--- config.mk ---
export PLATFORM = sky130hd
export DESIGN_NAME = sstf_disk_request_scheduler
export DESIGN_NICKNAME = d
export VERILOG_FILES = /design/src/hw/rtl/sstf_pkg.sv /design/src/hw/rtl/sstf_disk_request_scheduler.sv /design/src/hw/rtl/sstf_req_queue.sv /design/src/hw/rtl/sstf_engine.sv
export SDC_FILE = /design/constraint.sdc
export NUM_CORES = 1
export LEC_CHECK = 0
export ABC_AREA = 1
export BUFFER_PORTS_ARGS = -buffer_cell sky130_fd_sc_hd__buf_4
export CORE_MARGIN = 2
export CORE_UTILIZATION = 45
export CTS_CLUSTER_SIZE = 20
export DETAILED_ROUTE_END_ITERATION = 10
export MAX_ROUTING_LAYER = met4
export PLACE_DENSITY = 0.56
export SYNTH_ARGS = -nofsm -noshare
export SYNTH_HDL_FRONTEND = slang
export SYNTH_HIERARCHICAL = 1
export SYNTH_SLANG_ARGS = --single-unit
--- constraint.sdc ---
create_clock -name clk -period 8.6 [get_ports clk]
set_input_delay 2.15 -clock clk [delete_from_list [all_inputs] [get_ports clk]]
set_output_delay 2.15 -clock clk [all_outputs]
set_load 0.01 [all_outputs]
--- src/hw/rtl/sstf_pkg.sv ---
// Shared types, constants and codes for the SSTF disk request scheduler.
// Used by the request queue, the scheduling engine and the top level.
// No dependencies.
package sstf_pkg;

    localparam int TABLE_DEPTH     = 16;
    localparam int MAX_REQUESTERS  = 16;
    localparam int DISTANCE_CUTOFF = 999;

    localparam int ID_W    = 4;
    localparam int TRACK_W = 10;
    localparam int CFG_W   = 5;
    localparam int FIN_W   = 5;
    localparam int FIN_MAX = (1 << FIN_W) - 1;

    localparam int OCC_W  = $clog2(TABLE_DEPTH + 1);
    localparam int IDX_W  = (TABLE_DEPTH > 1) ? $clog2(TABLE_DEPTH) : 1;
    localparam int RQ_W   = $clog2(MAX_REQUESTERS + 1);
    localparam int CUT_W  = $clog2(DISTANCE_CUTOFF + 1);
    localparam int BEST_W = (CUT_W > TRACK_W) ? CUT_W : TRACK_W;

    localparam logic KIND_SERVED  = 1'b0;
    localparam logic KIND_REFUSED = 1'b1;

    localparam logic CFG_IDX_CAPACITY   = 1'b0;
    localparam logic CFG_IDX_REQUESTERS = 1'b1;

    typedef struct packed {
        logic [ID_W-1:0]    id;
        logic [TRACK_W-1:0] track;
        logic               last;
    } request_t;

    typedef struct packed {
        logic               kind;
        logic [ID_W-1:0]    id;
        logic [TRACK_W-1:0] track;
        logic               last;
        logic               done;
    } result_t;

    typedef struct packed {
        logic       valid;
        logic       index;
        logic [CFG_W-1:0] data;
    } cfg_write_t;

    typedef enum logic [2:0] {
        ST_IDLE,
        ST_REFUSE,
        ST_CHECK,
        ST_SCAN,
        ST_SERVE,
        ST_FINISH
    } eng_state_t;

endpackage

--- src/hw/rtl/sstf_disk_request_scheduler.sv ---
// Shortest-seek-time-first disk request scheduler, top level.
// Channels: request input (valid/ready), result output (valid/ready) and a
// configuration write port (cfg_valid/cfg_ready, cfg_index, cfg_data).
// Index 0 sets queue capacity, index 1 the requester count; cfg_ready is
// always high.
// Requests land in a two-deep queue, so the input stays ready while the
// engine works or while a result waits at the output, until two are queued.
// Each request yields one refused result, nothing, or a run of services.
// A refusal passes through the queue slot, the hold register and the result register.
// A service checks the limit, scans the table one entry per cycle, serves
// and emits, in states ST_CHECK, ST_SCAN, ST_SERVE and ST_FINISH.
// A run ends with last_result set; all_done shows the state after each result.
// A stalled output holds the result; the engine waits before its next emit,
// and the queue fills and drops ready after two more requests.
// Reset: table empty, head at track 0, nothing finished, both config
// registers at 1. The table contents themselves are not cleared.
// Depends on sstf_pkg, sstf_req_queue and sstf_engine.
module sstf_disk_request_scheduler (
    input  logic                          clk,
    input  logic                          rst_n,
    input  logic                          in_valid,
    output logic                          in_ready,
    input  logic [sstf_pkg::ID_W-1:0]     requester_id,
    input  logic [sstf_pkg::TRACK_W-1:0]  track,
    input  logic                          final_request,
    output logic                          out_valid,
    input  logic                          out_ready,
    output logic                          kind,
    output logic [sstf_pkg::ID_W-1:0]     served_requester,
    output logic [sstf_pkg::TRACK_W-1:0]  served_track,
    output logic                          last_result,
    output logic                          all_done,
    input  logic                          cfg_valid,
    output logic                          cfg_ready,
    input  logic                          cfg_index,
    input  logic [sstf_pkg::CFG_W-1:0]    cfg_data
);
    import sstf_pkg::*;

    request_t   in_req;
    request_t   q_req;
    logic       q_valid;
    logic       q_pop;
    result_t    res;
    cfg_write_t cfg;

    assign in_req.id    = requester_id;
    assign in_req.track = track;
    assign in_req.last  = final_request;

    assign cfg_ready = 1'b1;
    assign cfg.valid = cfg_valid;
    assign cfg.index = cfg_index;
    assign cfg.data  = cfg_data;

    sstf_req_queue u_front (
        .clk      (clk),
        .rst_n    (rst_n),
        .in_valid (in_valid),
        .in_ready (in_ready),
        .in_req   (in_req),
        .q_valid  (q_valid),
        .q_pop    (q_pop),
        .q_req    (q_req)
    );

    sstf_engine u_back (
        .clk       (clk),
        .rst_n     (rst_n),
        .cfg       (cfg),
        .q_valid   (q_valid),
        .q_pop     (q_pop),
        .q_req     (q_req),
        .out_valid (out_valid),
        .out_ready (out_ready),
        .out_res   (res)
    );

    assign kind             = res.kind;
    assign served_requester = res.id;
    assign served_track     = res.track;
    assign last_result      = res.last;
    assign all_done         = res.done;

endmodule

--- src/hw/rtl/sstf_req_queue.sv ---
// Front end: two-deep request queue between the input channel and the engine.
// Depends on sstf_pkg.
module sstf_req_queue (
    input  logic              clk,
    input  logic              rst_n,
    input  logic              in_valid,
    output logic              in_ready,
    input  sstf_pkg::request_t in_req,
    output logic              q_valid,
    input  logic              q_pop,
    output sstf_pkg::request_t q_req
);
    import sstf_pkg::*;

    request_t   slot_reg [2];
    logic       wr_ptr_reg, wr_ptr_next;
    logic       rd_ptr_reg, rd_ptr_next;
    logic [1:0] count_reg, count_next;
    logic       push, pop;

    assign in_ready = (count_reg != 2'd2);
    assign q_valid  = (count_reg != 2'd0);
    assign q_req    = slot_reg[rd_ptr_reg];
    assign push     = in_valid && in_ready;
    assign pop      = q_pop && q_valid;

    always_comb
    begin
        wr_ptr_next = push ? ~wr_ptr_reg : wr_ptr_reg;
        rd_ptr_next = pop  ? ~rd_ptr_reg : rd_ptr_reg;
        count_next  = count_reg;
        if (push && !pop)
        begin
            count_next = count_reg + 2'd1;
        end
        else if (pop && !push)
        begin
            count_next = count_reg - 2'd1;
        end
    end

    always_ff @(posedge clk or negedge rst_n)
    begin
        if (!rst_n)
        begin
            wr_ptr_reg <= 1'b0;
            rd_ptr_reg <= 1'b0;
            count_reg  <= 2'd0;
        end
        else
        begin
            wr_ptr_reg <= wr_ptr_next;
            rd_ptr_reg <= rd_ptr_next;
            count_reg  <= count_next;
        end
    end

    always_ff @(posedge clk)
    begin
        if (push)
        begin
            slot_reg[wr_ptr_reg] <= in_req;
        end
    end

endmodule

--- src/hw/rtl/sstf_engine.sv ---
// Back end: request table, SSTF scan, service sequencing and result register.
// Depends on sstf_pkg.
module sstf_engine (
    input  logic               clk,
    input  logic               rst_n,
    input  sstf_pkg::cfg_write_t cfg,
    input  logic               q_valid,
    output logic               q_pop,
    input  sstf_pkg::request_t q_req,
    output logic               out_valid,
    input  logic               out_ready,
    output sstf_pkg::result_t  out_res
);
    import sstf_pkg::*;

    eng_state_t state_reg, state_next;

    request_t               table_reg [TABLE_DEPTH];
    logic [OCC_W-1:0]       occ_reg;
    logic [TRACK_W-1:0]     head_reg;
    logic [FIN_W-1:0]       fin_reg;
    logic [MAX_REQUESTERS-1:0] pend_reg;
    logic [CFG_W-1:0]       cap_reg;
    logic [CFG_W-1:0]       rcnt_reg;

    request_t               hold_reg;
    request_t               srv_reg;
    logic [IDX_W-1:0]       idx_reg;
    logic [IDX_W-1:0]       pick_reg;
    logic [BEST_W-1:0]      best_reg;

    logic                   out_valid_reg;
    result_t                out_res_reg;

    logic [OCC_W-1:0]       cap_eff;
    logic [RQ_W-1:0]        req_eff;
    logic [RQ_W-1:0]        left;
    logic [OCC_W-1:0]       limit;
    logic                   done;
    logic                   more;
    logic                   refuse;
    logic                   out_free;
    logic                   scan_last;
    request_t               cur;
    logic [TRACK_W-1:0]     seek;
    logic                   better;

    logic do_pop, do_append, do_refuse_latch, do_scan_init, do_scan_step;
    logic do_serve, do_emit_refuse, do_emit_serve;

    // effective limit follows capacity, requester count and finished count
    always_comb
    begin
        if (cap_reg == '0)
        begin
            cap_eff = OCC_W'(1);
        end
        else if (int'(cap_reg) > TABLE_DEPTH)
        begin
            cap_eff = OCC_W'(TABLE_DEPTH);
        end
        else
        begin
            cap_eff = OCC_W'(cap_reg);
        end

        if (int'(rcnt_reg) > MAX_REQUESTERS)
        begin
            req_eff = RQ_W'(MAX_REQUESTERS);
        end
        else
        begin
            req_eff = RQ_W'(rcnt_reg);
        end

        done  = (int'(fin_reg) >= int'(req_eff));
        left  = done ? '0 : RQ_W'(int'(req_eff) - int'(fin_reg));
        limit = (int'(left) < int'(cap_eff)) ? OCC_W'(left) : cap_eff;
        more  = !done && (occ_reg != '0) && (occ_reg >= limit);

        refuse = done || (occ_reg >= cap_eff) || (int'(q_req.id) >= MAX_REQUESTERS)
                 || pend_reg[q_req.id];
    end

    assign out_free  = !out_valid_reg || out_ready;
    assign cur       = table_reg[idx_reg];
    assign seek      = (cur.track >= head_reg) ? (cur.track - head_reg)
                                               : (head_reg - cur.track);
    assign better    = (BEST_W'(seek) < best_reg);
    assign scan_last = ((OCC_W'(idx_reg) + OCC_W'(1)) == occ_reg);

    // next state
    always_comb
    begin
        state_next = state_reg;
        unique case (state_reg)
            ST_IDLE:
            begin
                if (q_valid)
                begin
                    state_next = refuse ? ST_REFUSE : ST_CHECK;
                end
            end
            ST_REFUSE:
            begin
                if (out_free)
                begin
                    state_next = ST_IDLE;
                end
            end
            ST_CHECK:
            begin
                state_next = more ? ST_SCAN : ST_IDLE;
            end
            ST_SCAN:
            begin
                if (scan_last)
                begin
                    state_next = ST_SERVE;
                end
            end
            ST_SERVE:
            begin
                state_next = ST_FINISH;
            end
            ST_FINISH:
            begin
                if (out_free)
                begin
                    state_next = more ? ST_CHECK : ST_IDLE;
                end
            end
            default:
            begin
                state_next = ST_IDLE;
            end
        endcase
    end

    // control strobes
    always_comb
    begin
        do_pop          = 1'b0;
        do_append       = 1'b0;
        do_refuse_latch = 1'b0;
        do_scan_init    = 1'b0;
        do_scan_step    = 1'b0;
        do_serve        = 1'b0;
        do_emit_refuse  = 1'b0;
        do_emit_serve   = 1'b0;
        unique case (state_reg)
            ST_IDLE:
            begin
                do_pop          = q_valid;
                do_append       = q_valid && !refuse;
                do_refuse_latch = q_valid && refuse;
            end
            ST_REFUSE:
            begin
                do_emit_refuse = out_free;
            end
            ST_CHECK:
            begin
                do_scan_init = more;
            end
            ST_SCAN:
            begin
                do_scan_step = 1'b1;
            end
            ST_SERVE:
            begin
                do_serve = 1'b1;
            end
            ST_FINISH:
            begin
                do_emit_serve = out_free;
            end
            default:
            begin
            end
        endcase
    end

    assign q_pop = do_pop;

    always_ff @(posedge clk or negedge rst_n)
    begin
        if (!rst_n)
        begin
            state_reg     <= ST_IDLE;
            occ_reg       <= '0;
            head_reg      <= '0;
            fin_reg       <= '0;
            pend_reg      <= '0;
            cap_reg       <= CFG_W'(1);
            rcnt_reg      <= CFG_W'(1);
            out_valid_reg <= 1'b0;
        end
        else
        begin
            state_reg <= state_next;

            if (cfg.valid)
            begin
                unique case (cfg.index)
                    CFG_IDX_CAPACITY:   cap_reg  <= cfg.data;
                    CFG_IDX_REQUESTERS: rcnt_reg <= cfg.data;
                    default:
                    begin
                    end
                endcase
            end

            if (do_append)
            begin
                occ_reg            <= occ_reg + OCC_W'(1);
                pend_reg[q_req.id] <= 1'b1;
            end

            if (do_serve)
            begin
                occ_reg  <= occ_reg - OCC_W'(1);
                head_reg <= srv_reg.track;
                if (int'(srv_reg.id) < MAX_REQUESTERS)
                begin
                    pend_reg[srv_reg.id] <= 1'b0;
                end
                if (srv_reg.last && (int'(fin_reg) < FIN_MAX))
                begin
                    fin_reg <= fin_reg + FIN_W'(1);
                end
            end

            if (do_emit_refuse || do_emit_serve)
            begin
                out_valid_reg <= 1'b1;
            end
            else if (out_ready)
            begin
                out_valid_reg <= 1'b0;
            end
        end
    end

    // datapath registers, no reset needed
    always_ff @(posedge clk)
    begin
        if (do_refuse_latch)
        begin
            hold_reg <= q_req;
        end

        if (do_scan_init)
        begin
            idx_reg  <= '0;
            pick_reg <= '0;
            best_reg <= BEST_W'(DISTANCE_CUTOFF);
        end
        else if (do_scan_step)
        begin
            idx_reg <= idx_reg + IDX_W'(1);
            // oldest entry is the fallback when nothing beats the cutoff
            if (better || (idx_reg == '0))
            begin
                srv_reg <= cur;
            end
            if (better)
            begin
                best_reg <= BEST_W'(seek);
                pick_reg <= idx_reg;
            end
        end

        if (do_emit_refuse)
        begin
            out_res_reg.kind  <= KIND_REFUSED;
            out_res_reg.id    <= hold_reg.id;
            out_res_reg.track <= hold_reg.track;
            out_res_reg.last  <= 1'b1;
            out_res_reg.done  <= done;
        end
        else if (do_emit_serve)
        begin
            out_res_reg.kind  <= KIND_SERVED;
            out_res_reg.id    <= srv_reg.id;
            out_res_reg.track <= srv_reg.track;
            out_res_reg.last  <= !more;
            out_res_reg.done  <= done;
        end
    end

    // table entries: append at the tail, close the gap after a service
    always_ff @(posedge clk)
    begin
        for (int g = 0; g < TABLE_DEPTH; g++)
        begin
            if (do_append && (occ_reg == OCC_W'(g)))
            begin
                table_reg[g] <= q_req;
            end
            else if (do_serve && (g >= int'(pick_reg)) && ((g + 1) < int'(occ_reg))
                     && (g < TABLE_DEPTH - 1))
            begin
                table_reg[g] <= table_reg[(g < TABLE_DEPTH - 1) ? g + 1 : g];
            end
        end
    end

    assign out_valid = out_valid_reg;
    assign out_res   = out_res_reg;

endmodule

Word-level counts from Yosys, hierarchy flattened. Memories as Yosys holds them, arrays and structs flattened. A register that Yosys moved wholly into a read port is not among the register bits. Index checks and enable logic that the tools add are counted. Widths: inputs -> output; s select.

Word-level logic and storage cells: 349. Memories: 2. Flip-flop bits (word level): 118. RAM bits: 270.

Memory list: u_back.table_reg (depth 16, width 15, read ports 16, clocked after memory_dff 1, wr ports 15, RTL line sstf_engine.sv:18) `request_t table_reg [TABLE_DEPTH];`; u_front.slot_reg (depth 2, width 15, read ports 1, clocked after memory_dff 0, wr ports 1, RTL line sstf_req_queue.sv:15) `request_t slot_reg [2];`.

$lt $le $gt $ge: 43. Reductions and logical operators: 85. $add $sub $neg: 10. Muxes and demuxes: 137. Bitwise gates (word level): 22. Eq/ne operators: 26.

Operators with widths (count): $mux 15 (16); $mux 1 (93); $mux 16 (4); $logic_and 1x1->1 (57); $eq 5x4->1 const B (8); $lt 4x5->1 const A (8); $mux 5 (7); $ge 4x4->1 const A (7); $eq 5x3->1 const B (4); $lt 3x5->1 const A (4); $sub 10x10->10 (2); $pmux 3 s6 (1); $and 16x16->16 (1); $ge 3x4->1 const A (4); $not 16->16 (1); $or 16x16->16 (1); $ge 5x5->1 (3); $or 1x1->1 (15); $reduce_or 15->1 (1); $mux 3 (4); $mux 4 (3); $add 5x1->5 const B (2); $eq 5x2->1 const B (2); $ge 10x10->1 (1); other kinds (38) (74).

Depth between registers and ports, before layout. Gate-level depths: netlist (run 1).

Depth in word-level cells: 14. Mapped depth: 31. Gate-level depth less buffers: 28.

By module. The synthesis (run 1) kept the hierarchy.

By module, submodules not included: sstf_engine (area an instance 19500.0 um2, cells each 2269, times used 1); sstf_req_queue (area an instance 1363.8 um2, cells each 107, times used 1); sstf_disk_request_scheduler (area an instance 11.3 um2, cells each 2, times used 1).

Least setup slack after synthesis (run 1). OpenSTA, ideal clock, no wires.

Path kind: register to register. From: register with a tool-made name. To: register u_back/srv_reg[0] in the netlist's numbering (enable). Setup time: 0.452 ns. Data arrival time: 4.527 ns. Setup slack: 3.620 ns. Period minus slack after synthesis: 4.980 ns. Data required time: 8.148 ns. Stages on the path, launching flop included: 29. Path buffers: 5. Cells stage by stage: dfxtp_1 -> clkbuf_1 -> buf_2 -> clkbuf_1 -> a21oi_1 -> o221ai_1 -> nand2_1 -> inv_1 -> ha_1 -> inv_1 -> fa_1 -> nand2_1 -> nand2_1 -> a21oi_1 -> inv_1 -> nand2_1 -> nand2_2 -> inv_2 -> nand2_1 -> nand2_1 -> inv_1 -> ha_1 -> nand2_1 -> nor2_1 -> nand3_1 -> nand4_1 -> clkbuf_1 -> clkbuf_1 -> o21ai_0.

RTL lines: end signal, assigned (RTL line sstf_engine.sv:265) `srv_reg <= cur;`; end, declared (RTL line sstf_engine.sv:27) `request_t srv_reg;`.

==> metrics, run 1 <==
status finished clean; DR pass1 iterations 6; clock root buffer master clkbuf_16; syn_area_per_cell between 8 and 9 um2; EDFF count, synth 314; class of the worst hold path flop to flop; Cell Pwr Density 395 mW/mm2; Clock Sinks 392; max FFs per register 240; flop2flop setup slack 2.99 ns; Post-CTS Hold Fix Bufs 0; CTS tree built; Hold Crit Depth 2; Switching Fraction 0.440; dpl hpwl 41000 um; DR iter-0 viols roughly 1800; Worst-Margin Slew 1.18 ns; Warnings, synthesis 6; slowest CP cell dfxtp_4; capture point of the worst reg-to-reg path u_back/srv_reg[3]; dpl cells around 2900; CP required 8.87 ns; GRT Util Overall 0.263; skew final 0.0183 ns; Post-Route Utilization 0.509; Clock power frac 0.208; vias in the first global route 15680; cell taking the most area after synthesis edfxtp_1; post-CTS sizing 0; VDD IR max slightly above 200 uV; Die X 219 um; Synth top area share 0.452; GRT overflow 0; clock-pin slew on the worst setup and hold paths approximately 0.060 ns; core area 0.0456 mm2; Routed Antenna Nets 0; Finished Layout Cells 3012; Routed wire per std cell a little over 20 um; Post-DP Area 0.0217 mm2; worst setup slack after layout 2.99 ns; period utilization 0.652; max-cap viol count 0; final non-filler cell area roughly 0.023 mm2; max_slew headroom 0.216; count of cell types in the netlist 50; # DRC 0; sequential fraction of the synthesis area 0.540; Yosys reg bits 392; Period minus WS final 5.61 ns; Die Area 0.0481 mm2; most frequent cells after synthesis nand2_1 (501), o21ai_0 (320), edfxtp_1 (314); H-tree depth 2; clock buffer count from CTS 45; Vias about 17000; Initial Util 0.458; Hold Path Origin u_back/best_reg[1]; Final Setup Violations 0; Synth Cell Area 0.0209 mm2; Internal Dissipation just over 5000 uW; Post-synth top flop edfxtp_1; Setup Crit Path Kind flop to flop; Slew Viols, Final 0; crit path max fanout around 160; floorplan row count 78; unrepaired setup endpoints after global routing false; Synth Net Count 2463; number of port buffers 44; Reg2Reg Depth 26; first-pass GRT wire length 92800 um; CP dominant cell by count nand2_1; Crit path largest cell delay between 0.6 and 0.7 ns; Leak 0.00970 uW; hold endpoint u_back/best_reg[1]; antenna violations before repair 0; post-CTS setup repair buffer count 0; Ant. Diodes 0; Hold Vio Cnt, Final 0; WL final ~61000 um; achievable frequency 178 MHz; area grow syn2layout 11.1%; Post-Route Setup TNS 0 ns; Startpoint Class flop; largest net degree at the start of global routing 159; fin nets 2461; dpl ws slightly above 3 ns; top-count cell post-synth nand2_1; die height 219 um; NetSw 4030 uW; later-pin clock latency in the skew report 0.59 ns; gpl congestion approximately 0.9; layout cells sized above 1 0.0883; Via-to-Cell Ratio around 5.5; part of the power in registers 0.316; Synth Instances 2378; # IOs between 40 and 50; Async SR Flop Fraction 0.138; combinational share of power 0.476; synth top area cells edfxtp_1 (45%), nand2_1 (9.0%), o21ai_0 (7.7%), dfrtp_1 (6.2%), a21oi_1 (6.1%); Critical Path Sink Type flop; fillers between 4000 and 5000; crit path DAT 5.88 ns; buffer levels on the longest clock path 3
layout make-up:
| type | instances | area, um2 | share of cell area |
|---|---|---|---|
| multi-input combinational | 1549 | 7910 | 0.341 |
| inverter | 299 | 1130 | 0.0488 |
| sequential | 392 | 11300 | 0.486 |
| clock buffer | 57 | 1220 | 0.0527 |
| clock inverter | 26 | 228 | 0.00982 |
| timing repair buffer | 89 | 681 | 0.0294 |
| tap | 600 | 751 | 0.0324 |
critical path: cells and delay by family (launching register included):
family,cells,cell delay [ns]
buffers and inverters,7,1.38
AND/OR/NAND/NOR,10,1.35
adder cells (fa/ha/maj),2,0.74
flip-flops,1,0.63
AO/OA/AOI/OAI,7,1.07
placed cells by master (no fill, tap or decap), drive strengths merged, types with 23 or more instances in the layout:
master / n
nor2: 211
dfrtp: 52
nand4: 24
nand3: 43
clkbuf: 57
edfxtp: 314
nand2: 510
o221ai: 31
buf: 89
ha: 56
clkinv: 23
xor2: 24
inv: 297
a21oi: 254
o21ai: 340
dfxtp: 24
worst max path at each step:
stage / start / to / slack (ns) / cells after the start
after floorplan: flop / u_back/srv_reg[0] / 3.62 / 28
after detailed placement: flop / u_back/srv_reg[7] / 3.09 / 27
final: flop / u_back/srv_reg[3] / 2.99 / 26
after CTS: flop / u_back/srv_reg[11] / 3.07 / 27
after global placement: flop / u_back/srv_reg[7] / 3.18 / 24
after global routing: flop / u_back/srv_reg[6] / 2.41 / 25
cell families (layout without fill, tap and decap cells):
group	after synthesis	in the layout	share of synthesized area
simple gates	798	798	0.153
compound gates	659	659	0.172
buf+inv	437	471	0.0847
flops	392	392	0.540
fa+ha+maj	59	59	0.0364
xor+xnor	32	32	0.0138
other cells	1	1	0.000180
power by group through the flow:
stage	logic, uW	clock network [uW]	registers [uW]
2_1_floorplan	3160	0	2780
3_3_place_gp	4260	0	2930
3_5_place_dp	4310	0	2930
4_1_cts	4330	1940	2900
5_1_grt	4940	2010	2930
6_report	4360	1900	2900
metrics by stage:
stage | total power, uW | hold slack (ns)
floorplan | 5940 | 0.437
global placement | 7180 | 0.449
detailed placement | 7240 | 0.457
CTS | 9160 | 0.472
global route | 9890 | 0.493
finish | 9150 | 0.471
metal layers:
metal / wire length [um] / track usage / vias up / part of all wire
li1: - / - / 7998 / -
met1: 26600 / 0.360 / 7860 / 0.44
met2: 27200 / 0.397 / 703 / 0.45
met3: 5020 / 0.0468 / 94 / 0.083
met4: 1800 / 0.0881 / 0 / 0.030
met5: 0 / - / - / 0
Power figures use the tool's default switching activity.
==> run 2: changes to the inputs <==
--- a/config.mk
+++ b/config.mk
@@ -12,7 +12,7 @@
 export CTS_CLUSTER_SIZE = 20
 export DETAILED_ROUTE_END_ITERATION = 10
 export MAX_ROUTING_LAYER = met4
-export PLACE_DENSITY = 0.56
+export PLACE_DENSITY = 0.59
 export SYNTH_ARGS = -nofsm -noshare
 export SYNTH_HDL_FRONTEND = slang
 export SYNTH_HIERARCHICAL = 1
==> constraint.sdc (replaced) <==
create_clock -name clk -period 4.5 [get_ports clk]
set_input_delay 1.125 -clock clk [delete_from_list [all_inputs] [get_ports clk]]
set_output_delay 1.125 -clock clk [all_outputs]
set_load 0.01 [all_outputs]
==> metrics, run 2 (synthesis results as in run 1) <==
CP required 4.78 ns (was 8.87 ns); sequential cell area 0.0113 mm2 (unchanged); die height 219 um (unchanged); Die Area 0.0481 mm2 (unchanged); later-pin clock latency in the skew report 0.60 ns (was 0.59 ns); Die X 219 um (unchanged); Post-DP Area 0.0223 mm2 (was 0.0217 mm2); max FFs per register 240 (unchanged); hold endpoint u_back/best_reg[2] (was u_back/best_reg[1]); clock root buffer master clkbuf_16 (unchanged); Leak 0.0102 uW (was 0.00970 uW); CP dominant cell by count nand2_1 (unchanged); Routed Antenna Nets 0 (unchanged); period utilization 0.961 (was 0.652); largest net degree at the start of global routing 55 (was 159); Routed wire per std cell 19.0 um (was 20.1 um); max-cap viol count 0 (unchanged); clock-pin slew on the worst setup and hold paths 0.06 ns (about the same); buffer levels on the longest clock path 3 (unchanged); Setup Crit Path Kind flop to flop (unchanged); Hold Vio Cnt, Final 0 (unchanged); area of the multi-input gates 0.00826 mm2 (was 0.00791 mm2); Startpoint Class flop (unchanged); Hold Crit Depth 2 (unchanged); Reg2Reg Depth 28 (was 26); Vias 16882 (was 16655); # IOs 46 (unchanged); GRT overflow 0 (unchanged); floorplan row count 78 (unchanged); dpl hpwl 41200 um (was 41000 um); max_slew headroom 0.212 (was 0.216); Slew Viols, Final 0 (unchanged); Clock Sinks 392 (unchanged); capture point of the worst reg-to-reg path u_back/srv_reg[3] (unchanged); Period minus WS final 4.32 ns (was 5.61 ns); vias in the first global route 15641 (was 15680); Critical Path Sink Type flop (unchanged); Worst-Margin Slew 1.18 ns (about the same); class of the worst hold path flop to flop (unchanged); flop2flop setup slack 0.18 ns (was 2.99 ns); layout cells sized above 1 0.143 (was 0.0883); Via-to-Cell Ratio 5.46 (was 5.53); VDD IR max 444 uV (was 204 uV); Final Setup Violations 0 (unchanged); CTS tree built (unchanged); slowest CP cell dfxtp_4 (unchanged); Post-CTS Hold Fix Bufs 0 (unchanged); DR pass1 iterations 6 (unchanged); Initial Util 0.458 (unchanged); crit path DAT 4.60 ns (was 5.88 ns); final non-filler cell area 0.0243 mm2 (was 0.0232 mm2); achievable frequency 231 MHz (was 178 MHz); fillers 4183 (was 4294); first-pass GRT wire length 89000 um (was 92800 um); most frequent cells in the layout nand2_1 (487), edfxtp_1 (314), o21ai_0 (300), inv_1 (283), a21oi_1 (248) (was nand2_1 (501), o21ai_0 (318), edfxtp_1 (314), inv_1 (285), a21oi_1 (253)); Hold Slack 0.462 ns (was 0.471 ns); clock buffer count from CTS 45 (unchanged); Hold Path Origin u_back/best_reg[2] (was u_back/best_reg[1]); commonest non-fill, non-tap cell in the layout nand2_1 (unchanged); # DRC 0 (unchanged); skew final 0.0421 ns (was 0.0183 ns); WL final 58800 um (was 60700 um); Cell Pwr Density 786 mW/mm2 (was 395 mW/mm2); core area 0.0456 mm2 (unchanged); total power 19100 uW (was 9150 uW); area grow syn2layout 16.4% (was 11.1%); GRT Util Overall 0.249 (was 0.263); DR iter-0 viols 1761 (was 1753); worst setup slack after layout 0.178 ns (was 2.99 ns); crit path max fanout 21 (was 158); fin nets 2541 (was 2461); Crit path largest cell delay 0.45 ns (was 0.63 ns); Post-Route Utilization 0.533 (was 0.509); antenna violations before repair 0 (unchanged); H-tree depth 2 (unchanged); gpl congestion 0.951 (was 0.903); number of port buffers 44 (unchanged); dpl ws -0.117 ns (was 3.09 ns); status finished clean (unchanged)
run 2: cell types whose count changed in the layout (fill, tap and decap cells not counted), sizes merged:
cell    before  now
clkbuf      57   65
diode        0    1
buf         89  163
inv        297  299
bufinv       3    2
clkinv      23   21
run 2: what timing repair did:
action,CTS,global route
cloned,0,5
pin swaps,0,22
hold endpoints to repair,0,0
endpoints found under the setup margin,29,39
resized for setup,3,100
setup buffers,0,10
run 2: cell type report:
type | count | area share
flip-flops and latches | 392 | 0.464
multi-input cells | 1549 | 0.340
repair buffers | 169 | 0.0602
clock buffers | 59 | 0.0493
inverters | 299 | 0.0469
well taps | 600 | 0.0309
clock inverters | 25 | 0.00881
diodes | 1 | 0.000103
run 2: worst max path at each step:
stage,to,slack (ns),startpoint,cells past startpoint
floorplan,u_back/srv_reg[0],0.08,flop,28
global placement,u_back/srv_reg[5],0.04,flop,26
detailed placement,flop,-0.12,u_back/rcnt_reg[1],23
CTS,u_back/best_reg[6],0.008,flop,28
global route,u_back/srv_reg[6],-0.06,flop,28
finish,u_back/srv_reg[3],0.18,flop,28
run 2: routing by layer:
| layer | vias up | track usage | part of all wire |
|---|---|---|---|
| li1 | 8180 | - | - |
| met1 | 8020 | 0.348 | 0.45 |
| met2 | 606 | 0.375 | 0.45 |
| met3 | 76 | 0.0424 | 0.078 |
| met4 | 0 | 0.0685 | 0.022 |
| met5 | - | - | 0 |
run 2: critical path, delay by kind of cell (launching register included):
kind	cells	cell delay (ns)
AOI/OAI and AO/OA	7	0.88
adders and majority gates	2	0.62
buffers and inverters	8	1.06
DFF	1	0.45
and+or+nand+nor	11	0.96
run 2: metrics by stage:
stage          setup TNS (ns)  cells
6_report                    0   3094
5_1_grt                -0.804   3093
4_1_cts                     0   3078
3_5_place_dp           -0.171   2994
3_3_place_gp                0   2994
2_1_floorplan               0   2378
run 2: report_power, final:
group | switching, uW | internal (uW) | leakage [uW]
Sequential | 474 | 5010 | 0.00374
Combinational | 6300 | 3790 | 0.00574
Clock | 1520 | 2010 | 0.000691
Total | 8290 | 10800 | 0.0102
